$ cat src/rtl/kps_pkg.sv
`timescale 1ns / 1ps
`default_nettype none
// ----------------------------------------------------------------------------
// kps_pkg
// Shared types and constants for the keypad scan event detector.
// ----------------------------------------------------------------------------
package kps_pkg;

    localparam int KEY_W      = 4;
    localparam int KEY_CODE_W = KEY_W + 1;
    localparam int STAMP_W    = 32;
    localparam int CFG_DATA_W = 32;
    localparam int CFG_ADDR_W = 1;

    // decoded key code; the extra bit marks "no key"
    localparam logic [KEY_CODE_W-1:0] NO_KEY = 5'd16;

    // event kinds
    localparam logic [1:0] KIND_NONE    = 2'd0;
    localparam logic [1:0] KIND_PRESS   = 2'd1;
    localparam logic [1:0] KIND_RELEASE = 2'd2;
    localparam logic [1:0] KIND_LONG    = 2'd3;

    // keypad layouts
    localparam logic [1:0] PAD_1X4 = 2'd0;
    localparam logic [1:0] PAD_4X3 = 2'd1;
    localparam logic [1:0] PAD_4X4 = 2'd2;

    // register indexes
    localparam logic [CFG_ADDR_W-1:0] REG_KEYPAD_TYPE = 1'd0;
    localparam logic [CFG_ADDR_W-1:0] REG_HOLD_TIME   = 1'd1;

    localparam logic [1:0]         KEYPAD_TYPE_RESET = PAD_4X4;
    localparam logic [STAMP_W-1:0] HOLD_TIME_RESET   = 32'd1000;

    typedef struct packed {
        logic [7:0]         row0_sense;
        logic [7:0]         row1_sense;
        logic [7:0]         row2_sense;
        logic [7:0]         row3_sense;
        logic [STAMP_W-1:0] now_ms;
    } scan_t;

    typedef struct packed {
        logic             event_valid;
        logic [1:0]       event_kind;
        logic [KEY_W-1:0] key_index;
    } event_t;

endpackage : kps_pkg
`default_nettype wire

$ cat src/rtl/keypad_scan_event_detector.sv
`timescale 1ns / 1ps
`default_nettype none
// ----------------------------------------------------------------------------
// keypad_scan_event_detector
// Turns keypad scans into press, release and long-press events.
//
// Usage:
//   s_* carries one scan per item (four row sense bytes and a ms stamp).
//   m_* returns exactly one event item per scan, in order; an item with
//   event_valid low means nothing happened on that scan.
//   cfg_* writes keypad_type (index 0) or hold_time_ms (index 1), as
//   cfg_addr selects; write only while no scans are in flight.
//   An accepted scan is held in the input register, then decoded and
//   classified into the output register.
//   Throughput is one scan per cycle while the output is not stalled;
//   the key history registers update as each scan moves on.
//   Reset: keypad_type = 4x4, hold 1000 ms, no previous key, not armed;
//   both pipeline stages empty.
//   If m_ready is held low the output register holds its item, the input
//   register fills, and then s_ready drops until the event is taken.
// ----------------------------------------------------------------------------
module keypad_scan_event_detector (
    input  wire logic                               aclk,
    input  wire logic                               aresetn,
    input  wire logic                               s_valid,
    output logic                                    s_ready,
    input  wire kps_pkg::scan_t                     s_data,
    output logic                                    m_valid,
    input  wire logic                               m_ready,
    output kps_pkg::event_t                         m_data,
    input  wire logic                               cfg_wr_en,
    input  wire logic [kps_pkg::CFG_ADDR_W-1:0]     cfg_addr,
    input  wire logic [kps_pkg::CFG_DATA_W-1:0]     cfg_wdata
);
    import kps_pkg::*;

    logic [1:0]         keypad_type_reg, keypad_type_next;
    logic [STAMP_W-1:0] hold_time_reg, hold_time_next;

    scan_t  in_reg, in_next;
    logic   in_valid_reg, in_valid_next;
    event_t out_reg, out_next;
    logic   out_valid_reg, out_valid_next;

    logic                  advance;
    logic [KEY_CODE_W-1:0] key;
    event_t                evt;

    // configuration
    always_comb begin
        keypad_type_next = keypad_type_reg;
        hold_time_next   = hold_time_reg;
        if (cfg_wr_en) begin
            case (cfg_addr)
                REG_KEYPAD_TYPE: keypad_type_next = cfg_wdata[1:0];
                REG_HOLD_TIME:   hold_time_next   = cfg_wdata[STAMP_W-1:0];
                default:         keypad_type_next = keypad_type_reg;
            endcase
        end
    end

    // the scan in the input register moves on when the output slot is free
    assign advance = in_valid_reg && (!out_valid_reg || m_ready);
    assign s_ready = !in_valid_reg || advance;

    always_comb begin
        in_next       = in_reg;
        in_valid_next = in_valid_reg;
        if (s_valid && s_ready) begin
            in_next       = s_data;
            in_valid_next = 1'b1;
        end else if (advance) begin
            in_valid_next = 1'b0;
        end
    end

    always_comb begin
        out_next       = out_reg;
        out_valid_next = out_valid_reg;
        if (advance) begin
            out_next       = evt;
            out_valid_next = 1'b1;
        end else if (m_ready) begin
            out_valid_next = 1'b0;
        end
    end

    kps_decode u_decode (
        .scan        (in_reg),
        .keypad_type (keypad_type_reg),
        .key         (key)
    );

    kps_tracker u_tracker (
        .aclk         (aclk),
        .aresetn      (aresetn),
        .step         (advance),
        .key          (key),
        .now_ms       (in_reg.now_ms),
        .hold_time_ms (hold_time_reg),
        .evt          (evt)
    );

    always_ff @(posedge aclk) begin
        if (!aresetn) begin
            keypad_type_reg <= KEYPAD_TYPE_RESET;
            hold_time_reg   <= HOLD_TIME_RESET;
            in_valid_reg    <= 1'b0;
            out_valid_reg   <= 1'b0;
        end else begin
            keypad_type_reg <= keypad_type_next;
            hold_time_reg   <= hold_time_next;
            in_valid_reg    <= in_valid_next;
            out_valid_reg   <= out_valid_next;
        end
    end

    always_ff @(posedge aclk) begin
        in_reg  <= in_next;
        out_reg <= out_next;
    end

    assign m_valid = out_valid_reg;
    assign m_data  = out_reg;

endmodule : keypad_scan_event_detector
`default_nettype wire

$ cat src/rtl/kps_decode.sv
`timescale 1ns / 1ps
`default_nettype none
// ----------------------------------------------------------------------------
// kps_decode
// Priority decode of one scan into a key code; highest index wins.
// ----------------------------------------------------------------------------
module kps_decode (
    input  wire kps_pkg::scan_t                    scan,
    input  wire logic [1:0]                        keypad_type,
    output logic [kps_pkg::KEY_CODE_W-1:0]         key
);
    import kps_pkg::*;

    logic [7:0] rows [4];

    always_comb begin
        rows[0] = scan.row0_sense;
        rows[1] = scan.row1_sense;
        rows[2] = scan.row2_sense;
        rows[3] = scan.row3_sense;
    end

    // later hits overwrite earlier ones, so the highest index is kept
    always_comb begin
        key = NO_KEY;
        case (keypad_type)
            PAD_1X4: begin
                for (int c = 0; c < 4; c++) begin
                    if (!rows[0][c]) key = KEY_CODE_W'(c);
                end
            end
            PAD_4X3: begin
                for (int r = 0; r < 4; r++) begin
                    for (int c = 0; c < 3; c++) begin
                        if (!rows[r][c+4]) key = KEY_CODE_W'(r * 3 + c);
                    end
                end
            end
            PAD_4X4: begin
                for (int r = 0; r < 4; r++) begin
                    for (int c = 0; c < 4; c++) begin
                        if (!rows[r][c+4]) key = KEY_CODE_W'(r * 4 + c);
                    end
                end
            end
            default: begin
                key = NO_KEY;
            end
        endcase
    end

endmodule : kps_decode
`default_nettype wire

$ cat src/rtl/kps_tracker.sv
`timescale 1ns / 1ps
`default_nettype none
// ----------------------------------------------------------------------------
// kps_tracker
// Key history and long-press timer; classifies each decoded scan.
// ----------------------------------------------------------------------------
module kps_tracker (
    input  wire logic                              aclk,
    input  wire logic                              aresetn,
    input  wire logic                              step,
    input  wire logic [kps_pkg::KEY_CODE_W-1:0]    key,
    input  wire logic [kps_pkg::STAMP_W-1:0]       now_ms,
    input  wire logic [kps_pkg::STAMP_W-1:0]       hold_time_ms,
    output kps_pkg::event_t                        evt
);
    import kps_pkg::*;

    logic [KEY_CODE_W-1:0] prev_key_reg, prev_key_next;
    logic                  armed_reg, armed_next;
    logic [STAMP_W-1:0]    press_time_reg, press_time_next;

    logic               key_down, press, release_ev, long_ev;
    logic [STAMP_W-1:0] elapsed;

    assign key_down   = (key != NO_KEY);
    assign press      = key_down && (key != prev_key_reg);
    assign release_ev = !key_down && (prev_key_reg != NO_KEY) && armed_reg;
    assign elapsed    = now_ms - press_time_reg;
    // a press is masked out here, so it never also fires a long press
    assign long_ev    = key_down && !press && armed_reg && (elapsed > hold_time_ms);

    always_comb begin
        evt = '0;
        if (long_ev) begin
            evt.event_valid = 1'b1;
            evt.event_kind  = KIND_LONG;
            evt.key_index   = key[KEY_W-1:0];
        end else if (press) begin
            evt.event_valid = 1'b1;
            evt.event_kind  = KIND_PRESS;
            evt.key_index   = key[KEY_W-1:0];
        end else if (release_ev) begin
            evt.event_valid = 1'b1;
            evt.event_kind  = KIND_RELEASE;
            evt.key_index   = prev_key_reg[KEY_W-1:0];
        end
    end

    always_comb begin
        prev_key_next   = prev_key_reg;
        armed_next      = armed_reg;
        press_time_next = press_time_reg;
        if (step) begin
            prev_key_next = key;
            if (long_ev) begin
                armed_next      = 1'b0;
                press_time_next = now_ms;
            end else if (press) begin
                armed_next      = 1'b1;
                press_time_next = now_ms;
            end
        end
    end

    always_ff @(posedge aclk) begin
        if (!aresetn) begin
            prev_key_reg   <= NO_KEY;
            armed_reg      <= 1'b0;
            press_time_reg <= '0;
        end else begin
            prev_key_reg   <= prev_key_next;
            armed_reg      <= armed_next;
            press_time_reg <= press_time_next;
        end
    end

endmodule : kps_tracker
`default_nettype wire

$ cat config.mk
export PLATFORM = sky130hd
export DESIGN_NAME = keypad_scan_event_detector
export DESIGN_NICKNAME = d
export VERILOG_FILES = /design/src/rtl/kps_pkg.sv /design/src/rtl/keypad_scan_event_detector.sv /design/src/rtl/kps_decode.sv /design/src/rtl/kps_tracker.sv
export SDC_FILE = /design/constraint.sdc
export NUM_CORES = 1
export LEC_CHECK = 0
export BUFFER_PORTS_ARGS = -buffer_cell sky130_fd_sc_hd__buf_2
export CORE_MARGIN = 8
export CORE_UTILIZATION = 50
export DETAILED_ROUTE_END_ITERATION = 8
export GPL_TIMING_DRIVEN = 0
export PLACE_DENSITY = 0.82
export SLEW_MARGIN = 5
export SYNTH_ARGS = -nofsm -noshare
export SYNTH_HDL_FRONTEND = slang
export SYNTH_SLANG_ARGS = --single-unit
$ cat constraint.sdc
create_clock -name aclk -period 15 [get_ports aclk]
set_clock_uncertainty 0.05 [all_clocks]
set_input_delay 3 -clock aclk [delete_from_list [all_inputs] [get_ports aclk]]
set_output_delay 3 -clock aclk [all_outputs]
set_load 0.01 [all_outputs]
After elaboration in Yosys (flattened, before gate mapping) --
Index checks and enable logic that the tools add are counted.
Storage, ports and cells: register bits after elaboration 145, input port bits 102, output and inout bits 9, word-level logic and storage cells 87
Cells by class: add/sub/neg operators 1, order comparisons 1, equality and inequality tests 5, mux-type cells 41, bitwise gates (word level) 1, reductions and logical operators 22
Operators by type and width (number):
- $mux W5 | 29
- $mux W32 | 2
- $gt A32 B32 Y1 | 1
- $sub A32 B32 Y32 | 1
- $pmux W5 S3 | 1
- $ne A5 B5 Y1 const B | 2
- $logic_and A1 B1 Y1 | 8
- $mux W7 | 1
- $mux W1 | 6
- $mux W6 | 1
- $reduce_and A2 Y1 | 3
- $reduce_bool A2 Y1 | 3
- $ne A5 B5 Y1 | 1
- $logic_not A1 Y1 | 4
- $mux W4 | 1
- $eq A2 B1 Y1 const B | 1
- $eq A2 B2 Y1 const B | 1
- $logic_not A2 Y1 | 1
- $logic_or A1 B1 Y1 | 2
- $reduce_or A2 Y1 | 1
- $not A1 Y1 | 1

Depth between registers and ports, before layout --
word-level depth 25, mapped depth 24, depth with buffers taken out 23

Hierarchy --
A second synthesis with hierarchy kept.
Unflattened totals: cell total of the unflattened synthesis 860, area total of the unflattened synthesis 8509.4 um2
Modules (own cells, without submodules):
- kps_tracker | times used 1, cells each 568, area an instance 4491.8 um2, seq. area each 760.7 um2
- keypad_scan_event_detector | times used 1, cells each 236, area an instance 3673.5 um2, seq. area each 2852.7 um2
- kps_decode | times used 1, cells each 56, area an instance 344.1 um2, seq. area each 0.0 um2

Worst setup path before layout --
Ideal clock, no wire load.
kind input -> output, start input port m_ready, end output port s_ready, data arrival time 3.314 ns, data required time 11.950 ns, path slack 8.636 ns, stages 2, buffers on the path 0, path through nor2b_1 -> nand2_1
Between the ends: word-level cells in the longest chain between the ends 3
RTL lines:
- from (decl) | RTL line keypad_scan_event_detector.sv:29 | input wire logic m_ready,
- $logic_or A1 B1 Y1 | RTL line keypad_scan_event_detector.sv:63 | assign advance = in_valid_reg && (!out_valid_reg || m_ready);
- $logic_and A1 B1 Y1 | RTL line keypad_scan_event_detector.sv:63
- $logic_or A1 B1 Y1 | RTL line keypad_scan_event_detector.sv:64 | assign s_ready = !in_valid_reg || advance;
- to (decl) | RTL line keypad_scan_event_detector.sv:26 | output logic s_ready,
Every way passes these cells.

Worst setup path after layout --
Same ends and word-level chain as after synthesis.

==> run_results.csv <==
group,metric,value,unit
synth,synth_flop_cell,"dfxtp_1",
worst_setup_path,max_stage_delay,230,ps
sta,slew_headroom,0.456,
layout,multi_input_area,3660,um2
sta,fmax,151,MHz
route,num_vias,6436,
layout,regArea,3250,um2
sta,finalSetupViolCount,0,
sta,setup_tns,0,ps
synth,yosysTopAreaCellShare,0.240,
clock_network,clock_sinks,133,
clock_network,hold_buffers,0,
worst_setup_path,cp-start-kind,"input port",
synth,async_flop_share,0,
worst_setup_path,cp_max_fo,4,
run_status,status,"complete, no violations",
sta,hold_viol,0,
sta,fin_ws,8370,ps
clock_network,path_clk_slew,60,ps
global_route,first_global_vias,6434,
pwr,peakVddDrop,85.2,uV
floorplanning,die_h,137,um
clock_network,cts_tree,"done",
clock_network,h-tree-depth,4,
layout,layout_commonest_cell,"nand2_1",
route,drc,0,
layout,fillers,1236,
worst_setup_path,end_kind,"primary output",
global_route,antenna_found_initial,1,
sta,slew_violations,0,
clock_network,cts_setup_buffers,0,
worst_setup_path,crit_chain,"buf_2 -> nor2b_1 -> nand2_1 -> buf_2",
clock_network,clockBufferDepth,2,
synth,synth_edf_count,59,
global_route,grt_overflow,0,
layout,layout-drive-gt1-share,0.157,
clock_network,post_cts_resized,0,
run,cap_violations,0,
worst_setup_path,critical-path-slowest-cell,"nor2b_1",
layout,area_growth,17.8,%
sta,whs,405,ps
sta,layout_min_cycle_time,6630,ps
global_route,grt_use_total,0.202,
route,viasPerCell,5.69,
synth,synthCells,817,
worst_setup_path,r2r_start,"in_reg[0]",
synth,ys_warn_count,0,
hold_path,hold_depth,2,
worst_setup_path,critPathRequiredTime,11950,ps
worst_setup_path,crit_top_cell,"buf_2",
layout,largest_reg_flops,52,
floorplanning,die_area,18900,um2
placement,post-dp-hpwl,13700,um
clock_network,clk_latency,430,ps
hold_path,hold_end,"hold_time_reg[21]",
placement,io_buffers,97,
route,dr.pass1.iters,7,
floorplanning,coreArea,14500,um2
floorplanning,start_util,0.510,
hold_path,min_from,"hold_time_reg[21]",
synth,syn_area_per_cell,9.03,um2
placement,place.gp.congestion,0.939,
floorplanning,die_w,137,um
route,drt_iter0_drc,543,
clock_network,root_buffer,"clkbuf_16",
placement,place_ws,8370,ps
route,ant_nets,0,
global_route,grt_max_degree,39,
hold_path,min_path_type,"reg -> reg",
sta,tightestPinTransition,816,ps
layout,final_cell_mix,"nand2_1, a21oi_1, buf_2",
route,wl_per_cell,16.4,um
synth,yosys-top-cells-area,"edfxtp_1, dfxtp_1, ha_1, a21oi_1, nand2_1",
global_route,grt_pass1_wl,30000,um
floorplanning,ios,111,
synth,ys_types,58,
worst_setup_path,worst-setup-path-type,"in -> out",
sta,rsz0062_at_grt,"no",
clock_network,cts_inserted_buffers,17,
worst_setup_path,arrival,3580,ps
worst_setup_path,reg2reg_to,"m_data[1]",
worst_setup_path,r2r_slack,8880,ps
synth,synth.largest_area_cell,"edfxtp_1",
synth,synth-seq-cells,133,
pwr,power_density,116,nW/um2
route,wl,18600,um
synth,syn_nets,983,
worst_setup_path,reg2regPathDepth,23,
layout,nets,1100,
synth,syn_area,7380,um2
synth,synth_seq_area_share,0.441,
pwr,p_leak,3.43,nW
sta,fin_crit_sh,0.442,
floorplanning,fp-row-count,44,
==> metal layers <==
layer	vias up	GRT usage	part of all wire
met4	0	0.0742	0.022
met2	248	0.343	0.48
met5	-	0	0
met3	35	0.0492	0.070
li1	3125	-	-
met1	3028	0.244	0.43
==> final cells by class <==
cell class | count | area share
diodes | 1 | 0.000288
plain buffers | 33 | 0.0196
clock buffers | 19 | 0.0509
clock inverters | 13 | 0.0153
inverters | 78 | 0.0337
multi-input cells | 573 | 0.421
flip-flops and latches | 133 | 0.374
well taps | 184 | 0.0265
repair buffers | 98 | 0.0581
==> kinds of logic (layout without fill, tap and decap cells) <==
group | Yosys count | count (layout) | synth area share
other cells | 0 | 1 | 0
mux | 4 | 4 | 0.00543
flops | 133 | 133 | 0.441
compound gates | 242 | 242 | 0.201
fa+ha+maj | 64 | 64 | 0.110
buf+inv | 111 | 241 | 0.0627
simple gates | 231 | 231 | 0.143
xor+xnor | 32 | 32 | 0.0380
==> worst max-delay path by stage <==
stage,startpoint,slack [ps],endpoint,cells after the start
2_1_floorplan,m_ready,8640,s_ready,2
3_3_place_gp,m_ready,8410,s_ready,4
3_5_place_dp,m_ready,8370,s_ready,4
4_1_cts,m_ready,8370,s_ready,4
5_1_grt,m_ready,8290,s_ready,4
6_report,m_ready,8370,s_ready,4
==> cell usage after synthesis, types with 2 or more instances <==
cell type	number
nand2_1	105
a21oi_1	102
inv_1	78
dfxtp_1	74
ha_1	63
edfxtp_1	59
nand3_1	50
nor2_1	32
o21ai_0	30
o21ai_1	29
xnor2_1	20
clkbuf_1	17
xor2_1	12
a21o_1	11
nor2b_1	11
o211ai_1	11
o21bai_1	10
a31oi_1	9
nor3_1	8
buf_1	7
and2_1	5
nand4_1	5
a211oi_1	4
buf_2	4
mux2i_1	4
nand2b_1	4
o31a_1	4
a211o_1	3
a21boi_0	3
a21oi_2	3
buf_8	3
o21a_1	3
o31ai_1	3
a22o_1	2
a41oi_1	2
and3_1	2
buf_4	2
nor4_1	2
or2_2	2
==> critical path, delay by kind of cell <==
kind,cells,cell delay (ps)
simple gates,2,330
buf+inv,2,250
==> power by group <==
part           internal (mW)  switching (mW)
clock network          0.247           0.161
logic                 0.0787           0.107
registers              0.400          0.0121
==> stage by stage <==
step	utilization	instances	power [mW]	cell area, um2
5_1_grt	0.601	1132	1.05	8690
6_report	0.601	1132	1.01	8690
3_5_place_dp	0.561	1099	0.601	8120
4_1_cts	0.600	1131	1.01	8690
3_3_place_gp	0.559	1098	0.593	8100
2_1_floorplan	-	817	0.549	7380
(Power assumes the default switching activity.)
